## src/design/gae_pkg.sv

```systemverilog
// Shared types, constants and coding functions for the genotype allele encoder.
package gae_pkg;

  localparam int LOCUS_W = 10;
  localparam int ALLELE_W = 8;
  localparam int CODE_W = 2;
  localparam int DEFAULT_NUM_LOCI = 1024;
  localparam int QUEUE_DEPTH = 2;
  localparam int Q_PTR_W = (QUEUE_DEPTH > 1) ? $clog2(QUEUE_DEPTH) : 1;
  localparam int Q_CNT_W = Q_PTR_W + 1;

  localparam logic [ALLELE_W-1:0] CHAR_0 = 8'h30;
  localparam logic [ALLELE_W-1:0] CHAR_2 = 8'h32;
  localparam logic [ALLELE_W-1:0] CHAR_A = 8'h41;
  localparam logic [ALLELE_W-1:0] CHAR_C = 8'h43;
  localparam logic [ALLELE_W-1:0] CHAR_G = 8'h47;
  localparam logic [ALLELE_W-1:0] CHAR_T = 8'h54;

  typedef enum logic [1:0] {
    MODE_UNDECIDED = 2'd0,
    MODE_NUMERIC   = 2'd1,
    MODE_LETTER    = 2'd2
  } mode_t;

  typedef enum logic [2:0] {
    NUC_NONE = 3'd0,
    NUC_A    = 3'd1,
    NUC_C    = 3'd2,
    NUC_G    = 3'd3,
    NUC_T    = 3'd4
  } nuc_t;

  typedef struct packed {
    logic              digit;
    logic [CODE_W-1:0] dval;
    nuc_t              nuc;
  } allele_class_t;

  typedef struct packed {
    logic [LOCUS_W-1:0] locus;
    logic               in_range;
    allele_class_t      a1;
    allele_class_t      a2;
  } item_t;

  typedef struct packed {
    mode_t mode;
    nuc_t  first;
    nuc_t  second;
  } rec_t;

  typedef struct packed {
    logic [CODE_W-1:0] code;
    logic              bad;
    rec_t              rec;
  } code_res_t;

  function automatic allele_class_t classify(logic [ALLELE_W-1:0] c);
    allele_class_t a;
    a.digit = (c >= CHAR_0) && (c <= CHAR_2);
    a.dval  = CODE_W'(c - CHAR_0);
    unique case (c)
      CHAR_A:  a.nuc = NUC_A;
      CHAR_C:  a.nuc = NUC_C;
      CHAR_G:  a.nuc = NUC_G;
      CHAR_T:  a.nuc = NUC_T;
      default: a.nuc = NUC_NONE;
    endcase
    return a;
  endfunction

  function automatic code_res_t code_allele(rec_t rec, allele_class_t a);
    code_res_t r;
    mode_t     m;
    r.code = '0;
    r.bad  = 1'b0;
    r.rec  = rec;
    m      = rec.mode;
    if (m == MODE_UNDECIDED) begin
      m = a.digit ? MODE_NUMERIC : MODE_LETTER;
    end
    r.rec.mode = m;
    case (m)
      MODE_NUMERIC: begin
        if (a.digit) begin
          r.code = a.dval;
        end else begin
          r.bad = 1'b1;
        end
      end
      MODE_LETTER: begin
        if (a.nuc == NUC_NONE) begin
          r.code = 2'd0;
        end else if (rec.first == NUC_NONE) begin
          r.rec.first = a.nuc;
          r.code      = 2'd1;
        end else if (a.nuc == rec.first) begin
          r.code = 2'd1;
        end else if (rec.second == NUC_NONE) begin
          r.rec.second = a.nuc;
          r.code       = 2'd2;
        end else if (a.nuc == rec.second) begin
          r.code = 2'd2;
        end else begin
          r.bad = 1'b1;
        end
      end
      default: r.bad = 1'b1;
    endcase
    return r;
  endfunction

endpackage

```

## src/design/gae_front.sv

```systemverilog
// Input side: accepts genotype words, checks the locus range and classifies both alleles.
module gae_front import gae_pkg::*; #(
  parameter int NUM_LOCI = DEFAULT_NUM_LOCI
) (
  input  logic                in_valid,
  output logic                in_ready,
  input  logic [LOCUS_W-1:0]  in_locus,
  input  logic [ALLELE_W-1:0] in_first_allele,
  input  logic [ALLELE_W-1:0] in_second_allele,
  input  logic                clearing,
  input  logic                q_full,
  output logic                push,
  output item_t               push_item
);

  assign in_ready = !q_full && !clearing;
  assign push     = in_valid && in_ready;

  always_comb begin
    push_item.locus    = in_locus;
    push_item.in_range = (int'(in_locus) < NUM_LOCI);
    push_item.a1       = classify(in_first_allele);
    push_item.a2       = classify(in_second_allele);
  end

endmodule

```

## config.mk

```make
export PLATFORM = sky130hd
export DESIGN_NAME = gae_front
export DESIGN_NICKNAME = d
export VERILOG_FILES = /design/src/design/gae_pkg.sv /design/src/design/gae_front.sv
export SDC_FILE = /design/constraint.sdc
export NUM_CORES = 1
export LEC_CHECK = 0
export ABC_AREA = 1
export BUFFER_PORTS_ARGS = -buffer_cell sky130_fd_sc_hd__buf_2
export CORE_AREA = 2 2 39 41
export DETAILED_ROUTE_END_ITERATION = 12
export DIE_AREA = 0 0 41 43
export PLACE_DENSITY = 0.78
export SETUP_SLACK_MARGIN = 0.4
export SLEW_MARGIN = 20
export SYNTH_ARGS = -nofsm -noshare
export SYNTH_HDL_FRONTEND = slang
export SYNTH_SLANG_ARGS = --single-unit
```

## constraint.sdc

```tcl
create_clock -name vclk -period 0.8
set_input_delay 0.12 -clock vclk [all_inputs]
set_output_delay 0.12 -clock vclk [all_outputs]
set_load 0.02 [all_outputs]
```

==> results.md <==
- Status: finished with violations
- Failing checks: setup timing
- Worst-path fanout max: 5
- Antenna cells: 0
- # clk buffers: 0
- Routing usage on met3: 0.02094
- Most Crowded Layer GR: met2
- Antenna-violating nets left: 0
- I/O Pins: 54
- Crit end category: output port
- RSZ-0062 raised after global routing: yes
- Hold slack: 0.2400 ns
- Final nets: 124
- HP Class: in2out
- Routed length per instance: 11.98 um
- Syn-to-layout area delta: 193.8%
- Mean Syn Cell Area: 4.870 um^2
- M1 GR Usage: 0.1306
- Placed cell area: 684.4 um^2
- Vias per cell: 4.615
- Drt drc: 0
- Share of the yosys chip area belonging to registers: 0
- Starting Density: 0.2604
- Synth Net Count: 103
- Critical path type: in2out
- Post-CTS Hold Fix Bufs: 0
- Final setup fails: 5
- Achievable Freq: 1233 MHz
- Antenna violations before repair: 0
- Seq cells: 0
- Commonest non-fill, non-tap cell in the layout: buf_6
- Row count: 14
- DR pass1 iterations: 2
- Pins Over Slew Limit: 0
- Reg area: 0 um^2
- Core Util, Final: 0.7649
- Die width: 41 um
- GRT overflow: 0
- Worst setup SP type: input port
- Worst path required time: 0.68 ns
- Final setup margin: -0.01079 ns
- M2 GR Usage: 0.3313
- Pleak: 0.4496 nW
- Final Hold Viols: 0
- Synthesized area: 360.3 um^2
- Synth area leaders: buf_4, nand2_1, nor2_1
- Die area: 0.001763 mm^2
- Max VDD drop: 303.2 uV
- Crit path arrival time: 0.69 ns
- Post-Synthesis Cells: 74
- Total GRT Usage: 0.1522
- Pwr Density: 460.2 mW/mm^2
- Placed wire-length estimate: 850.8 um
- Area leader, netlist: buf_4
- Fin crit share: 1.013
- Vias in the first global route: 492
- Largest net degree at the start of global routing: 6
- First-pass GRT wire length: 1.925 mm
- MaxCap Viol Count: 0
- DR iter-0 viols: 1
- Die height: 43 um
- Most frequent cells in the layout: buf_6, nor2_4, buf_8
- Final Cell Area: 0.001059 mm^2
- Warnings, synthesis: 0
- Share of layout cells above drive strength 1: 0.8387
- Core area: 0.001384 mm^2
- Count of different cell masters after synthesis: 11
- RD Place Congestion: 0.6827
- Detailed Route WL: 1.306 mm
- Share of the synthesized area in the top cell type: 0.3125
- I/O Buffers: 33
- Vias: 503
- Post-layout min period: 0.8108 ns
## per-layer routing
metal	wire [um]	share of wire	vias up
met5	0	0	-
met4	0	0	0
met3	106	0.081	0
met2	810	0.62	24
met1	390	0.30	230
li1	-	-	249
## synthesized netlist by cell type (all sizes together)
library cell / n
buf: 15
nand2: 18
conb: 1
inv: 12
nor3b: 1
nor3: 2
nor2: 15
nand4: 2
nand3: 8
## per-stage QoR
step | total power [mW] | TNS (ns) | worst slack (ns) | cells
4_1_cts | 0.4397 | -0.02327 | -0.01808 | 109
3_5_place_dp | 0.3028 | -0.7474 | -0.1240 | 108
5_1_grt | 0.5152 | -0.2104 | -0.05901 | 109
6_report | 0.4871 | -0.04030 | -0.01079 | 109
3_3_place_gp | 0.2977 | -0.6980 | -0.1112 | 108
2_1_floorplan | 0.2525 | 0 | 0.1829 | 74
## power breakdown
part	switching (mW)	total, mW	internal (mW)
clock network	0	0	0
logic	0.232	0.487	0.255
registers	0	0	0
## cell families (layout without fill, tap and decap cells)
group,after synthesis,in the layout,share of synthesized area
buffers and inverters,27,46,0.4375
AND/OR/NAND/NOR,46,46,0.5521
other,1,1,0.01041
## worst paths after layout
check,from,endpoint,slack [ns],depth (start not counted)
min,in_locus[0],push_item[13],0.24,0
max,in_second_allele[0],push_item[5],-0.01,5
## critical path, stage by stage
cell and delay, ns:
buf_8 0.11, nand2_1 0.11, nand3_1 0.13, nor2_4 0.10, buf_6 0.12
## cell type report
| class | count | area [um^2] |
|---|---|---|
| fill | 83 | 325.3 |
| inverter | 12 | 142.6 |
| multi-input combinational | 47 | 431.7 |
| tap | 16 | 20.02 |
| timing repair buffer | 34 | 464.2 |
## timing repair
| action | 4_1_cts | 5_1_grt |
|---|---|---|
| setup endpoints to repair | 14 | 14 |
| setup buffers | 1 | 0 |
| pin swaps | 23 | 18 |
| resized for setup | 83 | 22 |
| endpoints found under the hold margin | 0 | 0 |
(Power assumes the default switching activity.)
