## src/design/gae_pkg.sv

```systemverilog
// Shared types, constants and coding functions for the genotype allele encoder.
package gae_pkg;

  localparam int LOCUS_W = 10;
  localparam int ALLELE_W = 8;
  localparam int CODE_W = 2;
  localparam int DEFAULT_NUM_LOCI = 1024;
  localparam int QUEUE_DEPTH = 2;
  localparam int Q_PTR_W = (QUEUE_DEPTH > 1) ? $clog2(QUEUE_DEPTH) : 1;
  localparam int Q_CNT_W = Q_PTR_W + 1;

  localparam logic [ALLELE_W-1:0] CHAR_0 = 8'h30;
  localparam logic [ALLELE_W-1:0] CHAR_2 = 8'h32;
  localparam logic [ALLELE_W-1:0] CHAR_A = 8'h41;
  localparam logic [ALLELE_W-1:0] CHAR_C = 8'h43;
  localparam logic [ALLELE_W-1:0] CHAR_G = 8'h47;
  localparam logic [ALLELE_W-1:0] CHAR_T = 8'h54;

  typedef enum logic [1:0] {
    MODE_UNDECIDED = 2'd0,
    MODE_NUMERIC   = 2'd1,
    MODE_LETTER    = 2'd2
  } mode_t;

  typedef enum logic [2:0] {
    NUC_NONE = 3'd0,
    NUC_A    = 3'd1,
    NUC_C    = 3'd2,
    NUC_G    = 3'd3,
    NUC_T    = 3'd4
  } nuc_t;

  typedef struct packed {
    logic              digit;
    logic [CODE_W-1:0] dval;
    nuc_t              nuc;
  } allele_class_t;

  typedef struct packed {
    logic [LOCUS_W-1:0] locus;
    logic               in_range;
    allele_class_t      a1;
    allele_class_t      a2;
  } item_t;

  typedef struct packed {
    mode_t mode;
    nuc_t  first;
    nuc_t  second;
  } rec_t;

  typedef struct packed {
    logic [CODE_W-1:0] code;
    logic              bad;
    rec_t              rec;
  } code_res_t;

  function automatic allele_class_t classify(logic [ALLELE_W-1:0] c);
    allele_class_t a;
    a.digit = (c >= CHAR_0) && (c <= CHAR_2);
    a.dval  = CODE_W'(c - CHAR_0);
    unique case (c)
      CHAR_A:  a.nuc = NUC_A;
      CHAR_C:  a.nuc = NUC_C;
      CHAR_G:  a.nuc = NUC_G;
      CHAR_T:  a.nuc = NUC_T;
      default: a.nuc = NUC_NONE;
    endcase
    return a;
  endfunction

  function automatic code_res_t code_allele(rec_t rec, allele_class_t a);
    code_res_t r;
    mode_t     m;
    r.code = '0;
    r.bad  = 1'b0;
    r.rec  = rec;
    m      = rec.mode;
    if (m == MODE_UNDECIDED) begin
      m = a.digit ? MODE_NUMERIC : MODE_LETTER;
    end
    r.rec.mode = m;
    case (m)
      MODE_NUMERIC: begin
        if (a.digit) begin
          r.code = a.dval;
        end else begin
          r.bad = 1'b1;
        end
      end
      MODE_LETTER: begin
        if (a.nuc == NUC_NONE) begin
          r.code = 2'd0;
        end else if (rec.first == NUC_NONE) begin
          r.rec.first = a.nuc;
          r.code      = 2'd1;
        end else if (a.nuc == rec.first) begin
          r.code = 2'd1;
        end else if (rec.second == NUC_NONE) begin
          r.rec.second = a.nuc;
          r.code       = 2'd2;
        end else if (a.nuc == rec.second) begin
          r.code = 2'd2;
        end else begin
          r.bad = 1'b1;
        end
      end
      default: r.bad = 1'b1;
    endcase
    return r;
  endfunction

endpackage

```

## src/design/gae_queue.sv

```systemverilog
// Short queue of classified words between the input side and the table side.
module gae_queue import gae_pkg::*; (
  input  logic               clk,
  input  logic               rst_n,
  input  logic               push,
  input  item_t              push_item,
  output logic               full,
  input  logic               pop,
  output logic               head_valid,
  output item_t              head_item,
  output logic [Q_CNT_W-1:0] count
);

  item_t               slot_r [QUEUE_DEPTH];
  logic [Q_PTR_W-1:0]  wr_ptr_r, wr_ptr_nxt;
  logic [Q_PTR_W-1:0]  rd_ptr_r, rd_ptr_nxt;
  logic [Q_CNT_W-1:0]  count_r, count_nxt;

  assign full       = (count_r == Q_CNT_W'(QUEUE_DEPTH));
  assign head_valid = (count_r != '0);
  assign head_item  = slot_r[rd_ptr_r];
  assign count      = count_r;

  always_comb begin
    wr_ptr_nxt = push ? Q_PTR_W'(wr_ptr_r + 1'b1) : wr_ptr_r;
    rd_ptr_nxt = pop ? Q_PTR_W'(rd_ptr_r + 1'b1) : rd_ptr_r;
    count_nxt  = count_r;
    if (push && !pop) begin
      count_nxt = Q_CNT_W'(count_r + 1'b1);
    end else if (pop && !push) begin
      count_nxt = Q_CNT_W'(count_r - 1'b1);
    end
  end

  always_ff @(posedge clk) begin
    if (!rst_n) begin
      wr_ptr_r <= '0;
      rd_ptr_r <= '0;
      count_r  <= '0;
    end else begin
      wr_ptr_r <= wr_ptr_nxt;
      rd_ptr_r <= rd_ptr_nxt;
      count_r  <= count_nxt;
    end
  end

  always_ff @(posedge clk) begin
    if (push) begin
      slot_r[wr_ptr_r] <= push_item;
    end
  end

endmodule

```

## config.mk

```make
export PLATFORM = sky130hd
export DESIGN_NAME = gae_queue
export DESIGN_NICKNAME = d
export VERILOG_FILES = /design/src/design/gae_pkg.sv /design/src/design/gae_queue.sv
export SDC_FILE = /design/constraint.sdc
export NUM_CORES = 1
export LEC_CHECK = 0
export ABC_CLOCK_PERIOD_IN_PS = 2000
export BUFFER_PORTS_ARGS = -buffer_cell sky130_fd_sc_hd__buf_2
export CAP_MARGIN = 15
export CORE_AREA = 4 4 79 81
export CTS_CLUSTER_DIAMETER = 100
export DETAILED_ROUTE_END_ITERATION = 12
export DIE_AREA = 0 0 83 85
export SLEW_MARGIN = 40
export SYNTH_ARGS = -nofsm -noshare
export SYNTH_HDL_FRONTEND = slang
export SYNTH_SLANG_ARGS = --single-unit
```

## constraint.sdc

```tcl
create_clock -name clk -period 2 [get_ports clk]
set_input_delay 0.1 -clock clk [delete_from_list [all_inputs] [get_ports clk]]
set_output_delay 0.1 -clock clk [all_outputs]
set_load 0.02 [all_outputs]
```

==> summary.log <==
INFO  run_status     outcome=completed
INFO  synthesis      post-synth-top-area-fraction=73.60%
INFO  route          detail_route.drc_violations=0
INFO  synthesis      dominant_cells_by_area_after_synthesis=sky130_fd_sc_hd__edfxtp_1 74%, sky130_fd_sc_hd__mux2_2 14%, sky130_fd_sc_hd__dfxtp_1 5.3%
INFO  synthesis      synthesis.instances=93
INFO  setup_path     reg2reg_slack=0.88ns
INFO  power          clockPowerShare=30.9%
INFO  cts            cts_tree=built
INFO  timing         timing.final.max_slew_violations=0
INFO  timing         final_min_period_over_clock_period=78.76%
INFO  power          switching_share=23.62%
INFO  route          route.detailed.wl_per_inst=14.41um
INFO  cts            cts_num_sinks=51
INFO  setup_path     r2r-end=slot_r[1][10]$_DFFE_PP_
INFO  floorplan      floorplan.initialDensity=34.29%
INFO  timing         layout_setup_ws=0.4247ns
INFO  cts            worst_skew_pair_later_pin_latency=0.30ns
INFO  cts            worst_setup_hold_path_clk_slew=0.09ns
INFO  setup_path     cp_data_required_time=1.90ns
INFO  grt            antenna_found_initial=0
INFO  synthesis      syn_avg_cell_area=20.18um2
INFO  route          overall_via_count_from_detail_route=1099
INFO  setup_path     crit_path_start_kind=flip-flop
INFO  grt            global_route_wire_length_before_repair=5823um
INFO  route          antenna_violating_nets_left=0
INFO  placed_design  gp_congestion=0.6996
INFO  power          power.internal=1.767mW
INFO  power          total_switching_power=0.5465mW
INFO  finish         n_antenna_cell=0
INFO  placed_design  detailedPlace.worstSlack=0.7459ns
INFO  timing         fin_skew=0.002804ns
INFO  power          p_per_area=891.5nW/um2
INFO  synthesis      ys_ff_latch=51
INFO  synthesis      synthMuxAreaShare=13.80%
INFO  timing         worst_pin_slew=0.3179ns
INFO  route          drt_pass1_iterations=3
INFO  grt            grt_overflow=0
INFO  route          drt-initial-drc-count=29
INFO  route          drt-total-wl=3617um
INFO  floorplan      die_height=85um
INFO  power          power_frac_comb=15.3%
INFO  power          cellLeakagePower=1.003nW
INFO  route          viasPerCell=4.378
INFO  synthesis      number_of_distinct_library_cells_after_synthesis=16
INFO  synthesis      synth-simple-area-share=3.133%
INFO  timing         fin_tns_setup=0ns
INFO  synthesis      synth_warnings=0
INFO  placed_design  place.port_buffers=53
INFO  power          seqPwrFrac=53.8%
INFO  floorplan      coreArea=5473um2
INFO  synthesis      part_of_the_yosys_area_used_for_sequential_elements=78.93%
INFO  setup_path     critPathCaptureType=primary output
INFO  setup_path     critical_path.endpoint=head_item[17]
INFO  setup_path     worst-path-max-fanout=23
INFO  cts            clock_path_buffers=2
INFO  finish         layout_common_cells=53 x sky130_fd_sc_hd__buf_2, 46 x sky130_fd_sc_hd__edfxtp_1, 23 x sky130_fd_sc_hd__mux2_2, 23 x sky130_fd_sc_hd__dlygate4sd3_1
INFO  timing         finalHoldViolations=0
INFO  synthesis      syn_nets=121
INFO  grt            grt_max_degree=24
INFO  floorplan      rows=27
INFO  flow_run       maxCapViolCount=0
INFO  synthesis      yosys.area_share.xor_xnor=1.400%
INFO  cts            h_tree_level_count=2
INFO  finish         area_delta_synth_final=38.27%
INFO  setup_path     worstPathArrival=1.48ns
INFO  cts            cts_setup_buffers=0
INFO  synthesis      synth_compound_gate_area_share=1.067%
INFO  grt            globalRouteTotalUtil=10.69%
INFO  synthesis      synth_top_family_by_area=multiplexers
INFO  finish         fin_nets=206
INFO  synthesis      adder_cell_fraction_of_synth_area=0.6667%
INFO  timing         timing.max_slew.rel_slack=78.81%
INFO  setup_path     timing_worst_setup_path_type=reg -> out
INFO  timing         rsz0062_at_grt=no
INFO  power          ir_drop=0.0003222V
INFO  setup_path     timing.rr.start=wr_ptr_r$_SDFFE_PN0P_
INFO  synthesis      post_synth_instance_area=1877um2
INFO  floorplan      design.die.area=7055um2
INFO  timing         worst_hold_slack=0.06173ns
INFO  setup_path     r2r_cells=2
INFO  finish         mostFrequentLayoutCell=sky130_fd_sc_hd__buf_2
INFO  cts            cts_made_buffers=5
INFO  timing         layout_min_cycle_time=1.575ns
INFO  timing         finish_stage_setup_viols=0
INFO  grt            number_of_global_route_vias_before_repair=1208
INFO  hold_path      hold_class=in -> reg
INFO  floorplan      die_w=83um
INFO  synthesis      synth.largest_area_cell=sky130_fd_sc_hd__edfxtp_1
INFO  finish         layout-drive-gt1-share=50.84%
INFO  timing         max_freq=634.8MHz
INFO  floorplan      design.portCount=54
INFO  placed_design  post-dp-hpwl=2412um
INFO  cts            clock_root_buffer=sky130_fd_sc_hd__clkbuf_8
[cell families (layout without fill, tap and decap cells)]
kind of cell	after synthesis	after routing
AO/OA/AOI/OAI	3	3
XOR/XNOR	3	3
adder cells (fa/ha/maj)	1	1
buffers and inverters	3	89
flip-flops	51	51
multiplexers	23	23
AND/OR/NAND/NOR	9	9
[worst min path at each step]
stage / from / endpoint / slack, ns / depth (start not counted)
detailed placement: push_item[10] / slot_r[0][10]$_DFFE_PP_ / 0.29 / 1
floorplan: push_item[0] / slot_r[0][0]$_DFFE_PP_ / 0.20 / 0
global route: rst_n / wr_ptr_r$_SDFFE_PN0P_ / 0.07 / 2
global placement: push_item[13] / slot_r[0][13]$_DFFE_PP_ / 0.29 / 1
finish: rst_n / count[0]$_SDFFE_PN0P_ / 0.06 / 2
CTS: push_item[3] / slot_r[0][3]$_DFFE_PP_ / 0.0009 / 1
[final cells by class]
class                      count  area [um2]
multi-input combinational     39       379.1
timing repair buffer          80       525.5
fill                         488        2878
inverter                       1       3.754
clock inverter                 3       46.29
tap                           72       90.09
sequential                    51        1481
clock buffer                   5       68.82
[cell usage after synthesis (all sizes together)]
master  count
edfxtp     46
mux2       23
dfxtp       5
and2        4
buf         2
nor2b       2
xor2        2
a21boi      1
and2b       1
ha          1
inv         1
o21a        1
o21ai       1
or2         1
or3         1
xnor2       1
[power by group through the flow]
stage | Sequential [mW] | Clock (mW) | Combinational, mW
after floorplan | 1.27 | 0 | 0.196
after global placement | 1.27 | 0 | 0.316
after detailed placement | 1.27 | 0 | 0.321
after CTS | 1.25 | 0.729 | 0.357
after global routing | 1.25 | 0.791 | 0.383
final | 1.24 | 0.715 | 0.354
[what timing repair did]
action,CTS,global route
gates resized for setup,0,0
hold endpoints to repair,43,2
hold buffers,22,1
setup endpoints to repair,0,0
[metal layers]
layer | GRT usage [%] | share of wire (%) | vias to the layer above
met5 | 0 | 0 | -
met3 | 3.981 | 5.0 | 6
met4 | 4.012 | 1.6 | 0
li1 | - | - | 522
met1 | 11.69 | 41 | 539
met2 | 18.95 | 53 | 32
[per-stage QoR]
stage	total power [mW]	instances	util, %	cell area (um2)
6_report	2.313	251	47.42	2595
5_1_grt	2.425	251	47.42	2595
4_1_cts	2.332	250	47.23	2585
3_5_place_dp	1.591	220	41.11	2250
3_3_place_gp	1.581	220	41.11	2250
2_1_floorplan	1.471	93	-	1877
[sequential cells by signal (all words and copies together), names as in the netlist, named ones only]
signal and count:
count 2, rd_ptr_r 1, slot_r 46, wr_ptr_r 1
[worst max-delay path, stage by stage (launching register included)]
cell                      delay (ns)
sky130_fd_sc_hd__dfxtp_1        0.32
sky130_fd_sc_hd__buf_4          0.30
sky130_fd_sc_hd__mux2_2         0.38
sky130_fd_sc_hd__buf_2          0.16
Power figures use the tool's default switching activity.
